<file path="config.mk">
export PLATFORM = sky130hd
export DESIGN_NAME = multitap_keypad_encoder
export DESIGN_NICKNAME = d
export VERILOG_FILES = /design/src/hdl/kpe_pkg.sv /design/src/hdl/kpe_front.sv /design/src/hdl/kpe_cmd_fifo.sv /design/src/hdl/kpe_emit.sv /design/src/hdl/multitap_keypad_encoder.sv
export SDC_FILE = /design/constraint.sdc
export NUM_CORES = 1
export LEC_CHECK = 0
export ABC_AREA = 1
export BUFFER_PORTS_ARGS = -buffer_cell sky130_fd_sc_hd__buf_2
export CAP_MARGIN = 20
export CORE_MARGIN = 2
export CORE_UTILIZATION = 46
export DETAILED_ROUTE_END_ITERATION = 8
export GPL_TIMING_DRIVEN = 0
export PLACE_DENSITY = 0.65
export SLEW_MARGIN = 0
export SYNTH_ARGS = -nofsm -noshare
export SYNTH_HDL_FRONTEND = slang
export SYNTH_SLANG_ARGS = --single-unit
</file>
<file path="constraint.sdc">
create_clock -name clk -period 2.45 [get_ports clk]
set_input_delay 0.245 -clock clk [delete_from_list [all_inputs] [get_ports clk]]
set_output_delay 0.245 -clock clk [all_outputs]
set_load 0.01 [all_outputs]
</file>
<file path="src/hdl/kpe_pkg.sv">
// ----------------------------------------------------------------------------
// kpe_pkg
// Shared types and constants for the multi-tap keypad encoder.
// ----------------------------------------------------------------------------
`default_nettype none

package kpe_pkg;

    // ASCII symbols used by the encoder
    localparam logic [7:0] CHAR_SPACE  = 8'h20;
    localparam logic [7:0] CHAR_ZERO   = 8'h30;
    localparam logic [7:0] CHAR_ONE    = 8'h31;
    localparam logic [7:0] CHAR_HASH   = 8'h23;
    localparam logic [7:0] CHAR_UP_A   = 8'h41;
    localparam logic [7:0] CHAR_UP_Z   = 8'h5A;
    localparam logic [7:0] CHAR_LO_A   = 8'h61;
    localparam logic [7:0] CHAR_LO_Z   = 8'h7A;

    // Key value held after reset and after a space
    localparam logic [3:0] KEY_RESET = 4'd1;
    localparam logic [3:0] KEY_SPACE = 4'd0;

    localparam int LETTER_COUNT = 26;

    // Command kinds passed from front to back
    typedef enum logic [1:0] {
        CMD_INVALID,
        CMD_SPACE,
        CMD_LETTER
    } cmd_kind_t;

    // Symbol that leads a letter's taps
    typedef enum logic [1:0] {
        PFX_NONE,
        PFX_ONE,
        PFX_HASH
    } prefix_t;

    typedef struct packed {
        logic [3:0] key;
        logic [2:0] taps;
    } key_taps_t;

    typedef struct packed {
        cmd_kind_t  kind;
        prefix_t    prefix;
        logic [3:0] key;
        logic [2:0] taps;
    } kpe_cmd_t;

    // Key and tap count for letters a..z
    localparam key_taps_t LETTER_TABLE [LETTER_COUNT] = '{
        '{4'd2, 3'd1}, '{4'd2, 3'd2}, '{4'd2, 3'd3},
        '{4'd3, 3'd1}, '{4'd3, 3'd2}, '{4'd3, 3'd3},
        '{4'd4, 3'd1}, '{4'd4, 3'd2}, '{4'd4, 3'd3},
        '{4'd5, 3'd1}, '{4'd5, 3'd2}, '{4'd5, 3'd3},
        '{4'd6, 3'd1}, '{4'd6, 3'd2}, '{4'd6, 3'd3},
        '{4'd7, 3'd1}, '{4'd7, 3'd2}, '{4'd7, 3'd3}, '{4'd7, 3'd4},
        '{4'd8, 3'd1}, '{4'd8, 3'd2}, '{4'd8, 3'd3},
        '{4'd9, 3'd1}, '{4'd9, 3'd2}, '{4'd9, 3'd3}, '{4'd9, 3'd4}
    };

    // Back-end sequencer states
    typedef enum logic {
        EM_HEAD,
        EM_TAPS
    } emit_state_t;

endpackage

`default_nettype wire

</file>
<file path="src/hdl/kpe_front.sv">
// ----------------------------------------------------------------------------
// kpe_front
// Accepts input characters, classifies them and tracks the previous key.
// ----------------------------------------------------------------------------
`default_nettype none

module kpe_front (
    input  wire logic             clk,
    input  wire logic             rst_n,
    input  wire logic             in_valid,
    output logic                  in_ready,
    input  wire logic [7:0]       in_char,
    output logic                  q_push,
    output kpe_pkg::kpe_cmd_t     q_cmd,
    input  wire logic             q_full
);

    logic [3:0]          prev_key_reg;
    logic [3:0]          prev_key_next;
    logic                is_space;
    logic                is_upper;
    logic                is_lower;
    logic [7:0]          offset;
    logic [4:0]          idx;
    kpe_pkg::key_taps_t  entry;

    assign in_ready = !q_full;
    assign q_push   = in_valid && !q_full;

    // Character class
    assign is_space = (in_char == kpe_pkg::CHAR_SPACE);
    assign is_upper = (in_char >= kpe_pkg::CHAR_UP_A) && (in_char <= kpe_pkg::CHAR_UP_Z);
    assign is_lower = (in_char >= kpe_pkg::CHAR_LO_A) && (in_char <= kpe_pkg::CHAR_LO_Z);

    // Letter index 0..25
    assign offset = is_upper ? (in_char - kpe_pkg::CHAR_UP_A) : (in_char - kpe_pkg::CHAR_LO_A);
    assign idx    = offset[4:0];
    assign entry  = kpe_pkg::LETTER_TABLE[idx];

    // Command build and key tracking
    always_comb
    begin
        q_cmd.kind    = kpe_pkg::CMD_INVALID;
        q_cmd.prefix  = kpe_pkg::PFX_NONE;
        q_cmd.key     = entry.key;
        q_cmd.taps    = entry.taps;
        prev_key_next = prev_key_reg;
        priority if (is_space)
        begin
            q_cmd.kind    = kpe_pkg::CMD_SPACE;
            prev_key_next = kpe_pkg::KEY_SPACE;
        end
        else if (is_upper || is_lower)
        begin
            q_cmd.kind    = kpe_pkg::CMD_LETTER;
            prev_key_next = entry.key;
            if (is_upper)
            begin
                q_cmd.prefix = kpe_pkg::PFX_ONE;
            end
            else if (entry.key == prev_key_reg)
            begin
                q_cmd.prefix = kpe_pkg::PFX_HASH;
            end
        end
        else
        begin
            q_cmd.kind = kpe_pkg::CMD_INVALID;
        end
    end

    always_ff @(posedge clk or negedge rst_n)
    begin
        if (!rst_n)
        begin
            prev_key_reg <= kpe_pkg::KEY_RESET;
        end
        else if (q_push)
        begin
            prev_key_reg <= prev_key_next;
        end
    end

endmodule

`default_nettype wire

</file>
<file path="src/hdl/kpe_cmd_fifo.sv">
// ----------------------------------------------------------------------------
// kpe_cmd_fifo
// Two-entry command queue between the front and the back end.
// ----------------------------------------------------------------------------
`default_nettype none

module kpe_cmd_fifo (
    input  wire logic              clk,
    input  wire logic              rst_n,
    input  wire logic              push,
    input  wire kpe_pkg::kpe_cmd_t push_cmd,
    output logic                   full,
    input  wire logic              pop,
    output kpe_pkg::kpe_cmd_t      head_cmd,
    output logic                   head_valid
);

    kpe_pkg::kpe_cmd_t slot_reg [2];
    logic              wr_ptr_reg;
    logic              rd_ptr_reg;
    logic [1:0]        count_reg;
    logic [1:0]        count_next;

    assign full       = (count_reg == 2'd2);
    assign head_valid = (count_reg != 2'd0);
    assign head_cmd   = slot_reg[rd_ptr_reg];

    always_comb
    begin
        unique case ({push, pop})
            2'b10:   count_next = count_reg + 2'd1;
            2'b01:   count_next = count_reg - 2'd1;
            default: count_next = count_reg;
        endcase
    end

    // Pointers and fill count
    always_ff @(posedge clk or negedge rst_n)
    begin
        if (!rst_n)
        begin
            wr_ptr_reg <= 1'b0;
            rd_ptr_reg <= 1'b0;
            count_reg  <= 2'd0;
        end
        else
        begin
            if (push)
            begin
                wr_ptr_reg <= !wr_ptr_reg;
            end
            if (pop)
            begin
                rd_ptr_reg <= !rd_ptr_reg;
            end
            count_reg <= count_next;
        end
    end

    // Storage
    always_ff @(posedge clk)
    begin
        if (push)
        begin
            slot_reg[wr_ptr_reg] <= push_cmd;
        end
    end

endmodule

`default_nettype wire

</file>
<file path="src/hdl/kpe_emit.sv">
// ----------------------------------------------------------------------------
// kpe_emit
// Back end: expands a command into symbols, one per cycle if not stalled.
// ----------------------------------------------------------------------------
`default_nettype none

module kpe_emit (
    input  wire logic              clk,
    input  wire logic              rst_n,
    input  wire kpe_pkg::kpe_cmd_t cmd,
    input  wire logic              cmd_valid,
    output logic                   cmd_pop,
    output logic                   out_valid,
    input  wire logic              out_ready,
    output logic [7:0]             out_char,
    output logic                   last,
    output logic                   invalid
);

    kpe_pkg::emit_state_t state_reg;
    kpe_pkg::emit_state_t state_next;
    logic [2:0]           tap_cnt_reg;
    logic [2:0]           tap_cnt_next;
    logic                 out_valid_reg;
    logic [7:0]           out_char_reg;
    logic                 last_reg;
    logic                 invalid_reg;
    logic                 load;
    logic [7:0]           sym_char;
    logic                 sym_last;
    logic                 sym_invalid;

    // Output slot is free or being drained
    assign load = cmd_valid && (!out_valid_reg || out_ready);

    // Next state
    always_comb
    begin
        state_next = state_reg;
        if (load)
        begin
            if ((cmd.kind == kpe_pkg::CMD_LETTER) && !sym_last)
            begin
                state_next = kpe_pkg::EM_TAPS;
            end
            else
            begin
                state_next = kpe_pkg::EM_HEAD;
            end
        end
    end

    // Symbol selection, tap count, queue pop
    always_comb
    begin
        sym_char     = kpe_pkg::CHAR_ZERO;
        sym_last     = 1'b1;
        sym_invalid  = 1'b0;
        tap_cnt_next = tap_cnt_reg;
        cmd_pop      = 1'b0;
        unique case (cmd.kind)
            kpe_pkg::CMD_SPACE:
            begin
                sym_char = kpe_pkg::CHAR_ZERO;
                cmd_pop  = load;
            end
            kpe_pkg::CMD_LETTER:
            begin
                if ((state_reg == kpe_pkg::EM_HEAD) && (cmd.prefix != kpe_pkg::PFX_NONE))
                begin
                    sym_char = (cmd.prefix == kpe_pkg::PFX_ONE) ? kpe_pkg::CHAR_ONE
                                                                 : kpe_pkg::CHAR_HASH;
                    sym_last = 1'b0;
                end
                else
                begin
                    sym_char = kpe_pkg::CHAR_ZERO + {4'd0, cmd.key};
                    sym_last = (tap_cnt_reg == (cmd.taps - 3'd1));
                    if (load)
                    begin
                        cmd_pop      = sym_last;
                        tap_cnt_next = sym_last ? 3'd0 : (tap_cnt_reg + 3'd1);
                    end
                end
            end
            default:
            begin
                sym_char    = 8'd0;
                sym_invalid = 1'b1;
                cmd_pop     = load;
            end
        endcase
    end

    // Control registers
    always_ff @(posedge clk or negedge rst_n)
    begin
        if (!rst_n)
        begin
            state_reg     <= kpe_pkg::EM_HEAD;
            tap_cnt_reg   <= 3'd0;
            out_valid_reg <= 1'b0;
        end
        else
        begin
            state_reg   <= state_next;
            tap_cnt_reg <= tap_cnt_next;
            if (load)
            begin
                out_valid_reg <= 1'b1;
            end
            else if (out_ready)
            begin
                out_valid_reg <= 1'b0;
            end
        end
    end

    // Output symbol register
    always_ff @(posedge clk)
    begin
        if (load)
        begin
            out_char_reg <= sym_char;
            last_reg     <= sym_last;
            invalid_reg  <= sym_invalid;
        end
    end

    assign out_valid = out_valid_reg;
    assign out_char  = out_char_reg;
    assign last      = last_reg;
    assign invalid   = invalid_reg;

endmodule

`default_nettype wire

</file>
<file path="src/hdl/multitap_keypad_encoder.sv">
// ----------------------------------------------------------------------------
// multitap_keypad_encoder
// Turns ASCII text into phone-keypad multi-tap code, one symbol per transfer.
// ----------------------------------------------------------------------------
// Each input character gives one to five output symbols ('0'..'9', '#', or a
// zero byte flagged invalid), the final one marked by last. The output symbol
// register produces one symbol per cycle unless out_ready holds it back: one
// symbol for a space or a non-letter, up to five for an uppercase s or z, or
// for an s or z that repeats the previous key.
// A two-entry command queue lets the input side take up to two characters
// ahead of the symbols still being sent. The
// repeat-key '#' is decided against the key of the last accepted letter
// (reset value 1, 0 after a space); non-letters leave that key unchanged.
// ----------------------------------------------------------------------------
`default_nettype none

module multitap_keypad_encoder (
    input  wire logic       clk,
    input  wire logic       rst_n,
    input  wire logic       in_valid,
    output logic            in_ready,
    input  wire logic [7:0] in_char,
    output logic            out_valid,
    input  wire logic       out_ready,
    output logic [7:0]      out_char,
    output logic            last,
    output logic            invalid
);

    kpe_pkg::kpe_cmd_t q_cmd;
    kpe_pkg::kpe_cmd_t head_cmd;
    logic              q_push;
    logic              q_full;
    logic              q_pop;
    logic              head_valid;

    kpe_front u_front (
        .clk      (clk),
        .rst_n    (rst_n),
        .in_valid (in_valid),
        .in_ready (in_ready),
        .in_char  (in_char),
        .q_push   (q_push),
        .q_cmd    (q_cmd),
        .q_full   (q_full)
    );

    kpe_cmd_fifo u_fifo (
        .clk        (clk),
        .rst_n      (rst_n),
        .push       (q_push),
        .push_cmd   (q_cmd),
        .full       (q_full),
        .pop        (q_pop),
        .head_cmd   (head_cmd),
        .head_valid (head_valid)
    );

    kpe_emit u_emit (
        .clk       (clk),
        .rst_n     (rst_n),
        .cmd       (head_cmd),
        .cmd_valid (head_valid),
        .cmd_pop   (q_pop),
        .out_valid (out_valid),
        .out_ready (out_ready),
        .out_char  (out_char),
        .last      (last),
        .invalid   (invalid)
    );

    // An invalid result is always the only and final one
    assert property (@(posedge clk) disable iff (!rst_n)
        out_valid && invalid |-> last)
    else $error("invalid result not marked last");

    // A prefix symbol never ends a character
    assert property (@(posedge clk) disable iff (!rst_n)
        out_valid && (out_char == kpe_pkg::CHAR_HASH || out_char == kpe_pkg::CHAR_ONE)
        |-> !last)
    else $error("prefix symbol marked last");

    // After a non-final symbol, the rest of the character follows without a gap
    assert property (@(posedge clk) disable iff (!rst_n)
        out_valid && !last |=> out_valid)
    else $error("gap inside a character's symbols");

    // Queue is popped only when it holds a command
    assert property (@(posedge clk) disable iff (!rst_n)
        q_pop |-> head_valid)
    else $error("command queue underflow");

endmodule

`default_nettype wire

</file>
==> reports/qor.csv, run 1 <==
metric,value,unit
outcome,"finished, final reports clean",
ys_warn_count,0,
die_area,6054,µm²
tightest_slew,0.9793,ns
gp_congestion,0.8248,
path_clk_slew,0.08,ns
firstDrtPassIters,4,
relSlewSlack,34.47,%
hold_viol,0,
arrival,2.51,ns
cts_tree,yes,
num-fill-cells,463,
antenna_found_initial,0,
rrSetupSlack,0.13,ns
sw_frac_of_total,37.04,%
slew_viol_final,0,
numCtsBuffers,5,
grt_pass1_vias,1681,
ir_worst_vdd,0.0004775,V
stdcell_area,2927,µm²
hold_path_class,in2reg,
power.switching,1.186,mW
port_buffers,21,
track_usage,16.04,%
largest_reg_flops,22,
skew,0.007332,ns
cts_sinks,43,
clock.fmax,430.8,MHz
required,2.63,ns
internal_power,2.015,mW
layout-drive-gt1-share,32.01,%
grt_pass1_wl,7583,µm
die_w,77.81,µm
synthDistinctLibCells,35,
combPwrFrac,44.4,%
path_class,reg2reg,
grt_max_degree,15,
core_region_area,5172,µm²
rsz0062_at_grt,true,
avgSynthCellArea,9.351,µm²
period_share,94.74,%
insertion_delay,0.29,ns
vias,1829,
worstPathMaxFanout,4,
die_y,77.81,µm
multi_input_area,1179,µm²
finalCoreUtilization,56.58,%
powerDensity,1094,nW/µm²
grt-ovfl-total,0,
drc,0,
synth_edf_count,30,
power.total,3.201,mW
synthCells,268,
ant_nets,0,
ys_async_sr_fraction,30.23,%
viasPerCell,4.903,
pin_count,24,
rows,26,
clockBufferDepth,2,
min_period,2.321,ns
maxCapViolCount,0,
p_clk_share,16.8,%
worst_hold_slack,0.1352,ns
critPathCaptureType,register,
fin_ws,0.1288,ns
synthesis.area,2506,µm²
p_leak,1.315,nW
layout_common_cells,"52 x nand2_1, 30 x inv_1, 30 x edfxtp_1, 21 x buf_2, 17 x nor2_1",
synth-main-ff-cell,edfxtp_1,
post_drt_wl_per_cell,11.82,µm
area_growth,16.77,%
seq_area,1227,µm²
cts_root_buffer,clkbuf_8,
dp_hpwl,3354,µm
placed_area,2703,µm²
post-place-ws,-0.1168,ns
diodes,0,
seqPwrFrac,38.9,%
drtIter0Drc,62,
synth-seq-cells,43,
yosysSeqAreaShare,48.98,%
start_util,48.45,%
final_common_cell,nand2_1,
wl,4407,µm
setup_viol,0,
startpoint_type,register,
nNetsFinal,324,
htree_num_levels,2,
final cells by class:
class                           instances  area share, %
Multi-Input combinational cell        185          40.27
Inverter                               37          4.831
Timing Repair Buffer                   26          4.959
Clock inverter                          3          1.496
Buffer                                  4          1.154
Clock buffer                            5          2.351
Sequential cell                        43          41.94
Tap cell                               70          2.993
power groups by stage:
stage               registers (mW)  clock network [mW]  logic, mW
finish                        1.24               0.537       1.42
detailed placement            1.25                   0       1.21
global placement              1.25                   0       1.19
CTS                           1.24               0.549       1.27
global route                  1.28               0.586       1.61
floorplan                     1.27                   0      0.874
per-stage QoR:
step           std cells  setup TNS, ns
2_1_floorplan        269              0
3_3_place_gp         360        -0.1183
3_5_place_dp         360        -0.1168
4_1_cts              372              0
5_1_grt              373       -0.01439
6_report             373              0
kinds of logic after synthesis:
| group | Yosys count | share of synthesized area [%] |
|---|---|---|
| adders and majority gates | 10 | 4.993 |
| AOI/OAI and AO/OA | 32 | 6.990 |
| buffers and inverters | 41 | 6.840 |
| DFF | 43 | 48.98 |
| muxes | 1 | 0.3994 |
| and+or+nand+nor | 133 | 29.21 |
| other | 1 | 0.1496 |
| xor gates and xnor gates | 7 | 2.446 |
critical path: stages, from the launching register on:
cell     delay, ns
dfrtp_1       0.42
buf_6         0.15
mux2i_4       0.26
ha_4          0.24
xnor2_2       0.13
a21oi_2       0.12
nand3_1       0.11
nand2_2       0.11
nand2_2       0.06
inv_2         0.11
ha_4          0.21
a21oi_2       0.09
o21ai_1       0.08
xnor2_1       0.13
metal layers:
| layer | part of all wire (%) | vias to the layer above | GRT usage, % |
|---|---|---|---|
| li1 | - | 943 | - |
| met1 | 43 | 842 | 19.32 |
| met2 | 51 | 34 | 27.24 |
| met3 | 3.3 | 10 | 3.372 |
| met4 | 2.2 | 0 | 7.679 |
| met5 | 0 | - | 0 |
cells in the mapped netlist (4+ instances only):
master	count	area, µm²
nand2_1	55	206.5
inv_1	31	116.4
edfxtp_1	30	900.9
nor2_1	17	63.81
o21ai_0	15	75.07
dfrtp_1	12	300.3
nand2_2	12	75.07
nand3_1	12	60.06
ha_1	10	125.1
nand2_4	10	112.6
nand3_2	10	100.1
a21oi_1	8	40.04
xnor2_1	6	52.55
inv_2	5	18.77
buf_4	4	30.03
nor3_1	4	20.02
o21ai_1	4	20.02
repair_timing:
| item | 4_1_cts | 5_1_grt |
|---|---|---|
| endpoints found under the hold margin | 12 | 0 |
| pin swaps | 1 | 7 |
| resized for setup | 4 | 11 |
| setup endpoints to repair | 1 | 1 |
| hold buffers | 1 | 0 |
| setup buffers | 3 | 1 |
worst paths after layout:
check | startpoint | to | depth (start not counted)
max | u_fifo.rd_ptr_reg$_DFFE_PN0P_ | u_fifo.count_reg[1]$_DFFE_PN0P_ | 13
min | out_ready | u_emit.out_valid$_DFFE_PN0P_ | 2
max reg2reg | u_fifo.rd_ptr_reg$_DFFE_PN0P_ | u_fifo.count_reg[1]$_DFFE_PN0P_ | 13
max in group asynchronous | rst_n | u_front.prev_key_reg[0]$_DFFE_PN1P_ | 2
min reg2reg | u_front.prev_key_reg[0]$_DFFE_PN1P_ | u_front.prev_key_reg[0]$_DFFE_PN1P_ | 2
min in group asynchronous | rst_n | u_fifo.rd_ptr_reg$_DFFE_PN0P_ | 2
Power figures use the tool's default switching activity.
==> run 2, diff against run 1 <==
- GPL_TIMING_DRIVEN: 0 -> unset
==> reports/qor.csv, run 2 (same netlist as run 1, synthesis figures left out) <==
metric,value,unit,change
sw_frac_of_total,37.12,%,+0.078 points
layout_common_cells,"54 x nand2_1, 31 x inv_1, 30 x edfxtp_1, 21 x buf_2, 17 x nor2_1",,
outcome,"finished, final reports clean",,
drc,0,,unchanged
slew_viol_final,0,,unchanged
clock.fmax,435.5,MHz,+1.1%
htree_num_levels,2,,unchanged
worstPathMaxFanout,5,,+1
path_cells,inv_1 -> nand2_1 -> nand2_1 -> inv_1 -> ha_2 -> xnor2_1 -> a21oi_1 -> nand3_1 -> nand2_2 -> nand2_1 -> inv_2 -> ha_1 -> a21oi_1 -> o21ai_1 -> xnor2_1,,
drtIter0Drc,46,,-26%
highest_layer,met4,,
dp_hpwl,3346,µm,-0.24%
powerDensity,1035,nW/µm²,-5.3%
combPwrFrac,42.2,%,-2.2 points
viasPerCell,4.771,,-2.7%
critPathCaptureType,register,,
cts_tree,yes,,
wl,4219,µm,-4.3%
hold_path_class,in2reg,,
wl_met2,2070,µm,-7.8%
gp_congestion,0.8033,,-2.6%
setup_viol,0,,unchanged
worst_path_most_repeated_cell,nand2_1,,
placed_area,2710,µm²,+0.28%
post_drt_wl_per_cell,11.37,µm,-3.7%
startpoint_type,register,,
ir_worst_vdd,0.0004028,V,-16%
path_clk_slew,0.08,ns,about the same
grt_pass1_wl,7383,µm,-2.6%
path_buf_inv,3,,+1
area_growth,12.98,%,
grt_max_degree,14,,-1
nNetsFinal,322,,-0.62%
numCtsBuffers,5,,unchanged
grt-ovfl-total,0,,unchanged
cts_root_buffer,clkbuf_8,,
finalCoreUtilization,54.74,%,-1.8 points
rows,26,,unchanged
pin_count,24,,unchanged
die_area,6054,µm²,unchanged
seqPwrFrac,42.5,%,+3.6 points
wl_met1,1954,µm,+2.0%
diodes,0,,unchanged
vias,1770,,-3.2%
internal_power,1.843,mW,-8.5%
cts_sinks,43,,unchanged
core_region_area,5172,µm²,unchanged
skew,0.006371,ns,-0.0009614 ns
min_period,2.296,ns,-0.02522 ns
worst_hold_slack,0.1473,ns,+0.01214 ns
power.switching,1.088,mW,-8.2%
firstDrtPassIters,4,,unchanged
hold_viol,0,,unchanged
period_share,93.71,%,-1.0 points
stdcell_area,2831,µm²,-3.2%
required,2.62,ns,about the same
final_common_cell,nand2_1,,
clockBufferDepth,2,,unchanged
ant_nets,0,,unchanged
p_leak,1.284,nW,-2.4%
crit_family,adder cells,,
path_class,reg2reg,,
place_inst,361,,+0.28%
max_stage_delay,0.44,ns,+0.02 ns
largest_reg_flops,22,,unchanged
antenna_found_initial,0,,unchanged
power.total,2.931,mW,-8.4%
grt_pass1_vias,1692,,+0.65%
crit_slowest_cell,dfrtp_2,,
dr_wl_met3,148,µm,+1.4%
fin_cells,371,,-0.54%
arrival,2.47,ns,-0.04 ns
layout-drive-gt1-share,28.57,%,-3.4 points
p_clk_share,15.3,%,-1.5 points
port_buffers,21,,unchanged
maxCapViolCount,0,,unchanged
die_y,77.81,µm,unchanged
insertion_delay,0.29,ns,about the same
start_util,48.45,%,unchanged
num-fill-cells,468,,+1.1%
die_w,77.81,µm,unchanged
track_usage,15.46,%,-0.58 points
run 2: cell types whose count changed in the layout (fill, tap and decap cells not counted), sizes merged:
cell / previous run / this run
buf: 29 / 27
clkbuf: 5 / 7
bufinv: 1 / 0
clkinv: 2 / 1
run 2: worst paths after layout:
check                                               startpoint                             endpoint  slack (ns)  cells past startpoint
setup / recovery                 u_fifo.rd_ptr_reg$_DFFE_PN0P_      u_fifo.count_reg[1]$_DFFE_PN0P_        0.15                     15
hold / removal                                       out_ready         u_emit.out_valid$_DFFE_PN0P_        0.15                      2
setup reg to reg                 u_fifo.rd_ptr_reg$_DFFE_PN0P_      u_fifo.count_reg[1]$_DFFE_PN0P_        0.15                     15
hold reg to reg            u_front.prev_key_reg[0]$_DFFE_PN1P_  u_front.prev_key_reg[0]$_DFFE_PN1P_        0.48                      2
max in group asynchronous                                rst_n  u_front.prev_key_reg[0]$_DFFE_PN1P_        1.76                      2
min in group asynchronous                                rst_n    u_emit.tap_cnt_reg[0]$_DFFE_PN0P_        0.38                      2
run 2: metrics by stage:
| step | setup WS [ns] | TNS [ns] |
|---|---|---|
| floorplan | 0.2417 | 0 |
| global placement | 0.1416 | 0 |
| detailed placement | 0.04299 | 0 |
| CTS | 0.01754 | 0 |
| global route | -0.004608 | -0.004608 |
| finish | 0.1540 | 0 |
run 2: timing repair:
| action | 4_1_cts | 5_1_grt |
|---|---|---|
| buffers inserted | 0 | 1 |
| hold endpoints to repair | 12 | 0 |
| endpoints found under the setup margin | 0 | 1 |
| hold buffers | 1 | 0 |
| gates resized for setup | 0 | 5 |
run 2: power groups by stage:
stage                     clock network (mW)  logic [mW]  registers, mW
after floorplan                            0       0.874           1.27
after global placement                     0        1.19           1.26
after detailed placement                   0        1.21           1.26
after CTS                              0.464        1.22           1.25
after global routing                   0.490        1.41           1.27
final                                  0.448        1.24           1.25
run 2: layer usage:
layer / GRT usage (%) / vias to the layer above
met5: 0 / -
li1: - / 939
met3: 4.186 / 6
met1: 18.61 / 802
met4: 4.286 / 0
met2: 27.07 / 23
run 2: cell type report:
type	count	area [µm²]	share of cell area [%]
repair buffers	28	160.2	5.656
well taps	70	87.58	3.093
inverters	37	141.4	4.993
clock buffers	7	86.33	3.049
flip-flops and latches	43	1229	43.39
clock inverters	1	3.754	0.1326
multi-input cells	185	1124	39.68
==> run 3, diff against run 2 <==
- PLACE_DENSITY: 0.65 -> 0.74
==> reports/qor.csv, run 3 (same netlist as run 1, synthesis figures left out) <==
metric,value,unit,change
seq_area,1229,µm²,unchanged
final.setup.tns,0,ns,unchanged
cts_tree,yes,,
rows,26,,unchanged
viasPerCell,4.906,,+2.8%
setup_viol,0,,unchanged
grt_pass1_vias,1756,,+3.8%
wl,4556,µm,+8.0%
hold_viol,0,,unchanged
dp_hpwl,3501,µm,+4.6%
clock.fmax,451.3,MHz,+3.6%
numCtsBuffers,5,,unchanged
clockBufferDepth,2,,unchanged
startpoint_type,register,,
area_growth,13.93,%,
period_share,90.45,%,-3.3 points
startpoint,u_fifo.rd_ptr_reg$_DFFE_PN0P_,,
post-place-ws,0.07337,ns,+0.03038 ns
layout-drive-gt1-share,30.23,%,+1.7 points
insertion_delay,0.30,ns,about the same
post-cts-setup-buffers,0,,unchanged
num-fill-cells,451,,-3.6%
drtIter0Drc,49,,+6.5%
p_leak,1.285,nW,about the same
largest_reg_flops,22,,unchanged
min_period,2.216,ns,-0.07999 ns
start_util,48.45,%,unchanged
die_y,77.81,µm,unchanged
hold_path_class,in2reg,,
arrival,2.41,ns,-0.06 ns
rsz0062_at_grt,false,,
path_clk_slew,0.08,ns,about the same
outcome,"finished, final reports clean",,
die_w,77.81,µm,unchanged
min_path_cells,2,,unchanged
gp_congestion,0.8463,,+5.4%
grt_pass1_wl,7859,µm,+6.4%
antenna_found_initial,0,,unchanged
pin_count,24,,unchanged
finalCoreUtilization,55.20,%,+0.46 points
track_usage,16.33,%,+0.88 points
nNetsFinal,322,,unchanged
placed_area,2718,µm²,+0.28%
drc,0,,unchanged
fin_ws,0.2340,ns,+0.07999 ns
htree_num_levels,2,,unchanged
cts_sinks,43,,unchanged
multi_input_area,1139,µm²,+1.3%
diodes,0,,unchanged
vias,1820,,+2.8%
path_class,reg2reg,,
fin_cells,371,,unchanged
final_common_cell,nand2_1,,
firstDrtPassIters,4,,unchanged
skew,0.006592,ns,+0.0002210 ns
slew_viol_final,0,,unchanged
post_drt_wl_per_cell,12.28,µm,+8.0%
ff2ff_path_depth,15,,unchanged
powerDensity,1061,nW/µm²,+2.5%
critPathCaptureType,register,,
port_buffers,21,,unchanged
grt_max_degree,15,,+1
rr_startpoint,u_fifo.rd_ptr_reg$_DFFE_PN0P_,,
layout_common_cells,"53 x nand2_1, 30 x inv_1, 30 x edfxtp_1, 21 x buf_2, 17 x nor2_1",,
die_area,6054,µm²,unchanged
core_region_area,5172,µm²,unchanged
worstPathMaxFanout,5,,unchanged
place_inst,362,,+0.28%
required,2.64,ns,+0.02 ns
maxCapViolCount,0,,unchanged
grt-ovfl-total,0,,unchanged
holdCritStartpoint,out_ready,,
ant_nets,0,,unchanged
stdcell_area,2855,µm²,+0.84%
ir_worst_vdd,0.0004138,V,+2.7%
cts_root_buffer,clkbuf_8,,
## run 3: cell type report
type | count | share of cell area [%]
Sequential cell | 43 | 43.03
Multi-Input combinational cell | 185 | 39.88
Timing Repair Buffer | 28 | 5.609
Inverter | 37 | 4.952
Tap cell | 70 | 3.067
Clock buffer | 6 | 2.892
Clock inverter | 2 | 0.5697
## run 3: critical path, cell delays in order, from the launching register on
cell,delay [ns]
dfrtp_2,0.44
inv_2,0.06
nand2_1,0.04
nand2_1,0.08
inv_1,0.06
ha_2,0.28
xnor2_1,0.12
a21oi_1,0.16
nand3_1,0.11
nand2_2,0.11
nand2_2,0.06
inv_2,0.09
ha_4,0.20
a21oi_1,0.10
o21ai_1,0.09
xnor2_1,0.13
## run 3: power by group
group / internal [mW] / leakage, nW / switching (mW) / total (mW)
Combinational: 0.521 / 0.795 / 0.785 / 1.31
Clock: 0.230 / 0.0474 / 0.241 / 0.470
Sequential: 1.11 / 0.442 / 0.141 / 1.25
## run 3: path summary, 6_finish.rpt
path | end | slack, ns
hold / removal | u_emit.out_valid$_DFFE_PN0P_ | 0.14
min in group asynchronous | u_emit.tap_cnt_reg[2]$_DFFE_PN0P_ | 0.37
max in group asynchronous | u_front.prev_key_reg[0]$_DFFE_PN1P_ | 1.78
setup reg to reg | u_fifo.count_reg[1]$_DFFE_PN0P_ | 0.23
setup / recovery | u_fifo.count_reg[1]$_DFFE_PN0P_ | 0.23
hold reg to reg | u_front.prev_key_reg[0]$_DFFE_PN1P_ | 0.49
## run 3: layer usage
layer,routed length (µm),vias to the layer above,GRT usage (%)
li1,-,937,-
met1,1993,842,18.63
met2,2359,35,30.43
met3,146,6,2.791
met4,57,0,5.714
met5,0,-,0
## run 3: timing repair
| action | CTS | global route |
|---|---|---|
| hold buffers | 1 | 0 |
| endpoints found under the setup margin | 0 | 2 |
| endpoints found under the hold margin | 12 | 0 |
| resized for setup | 0 | 8 |
## run 3: stage by stage
step / hold slack [ns] / total power, mW
final: 0.1418 / 3.031
after global routing: 0.1436 / 3.267
after CTS: 0.1402 / 2.988
after detailed placement: 0.1709 / 2.509
after global placement: 0.1690 / 2.463
after floorplan: -0.05059 / 2.145
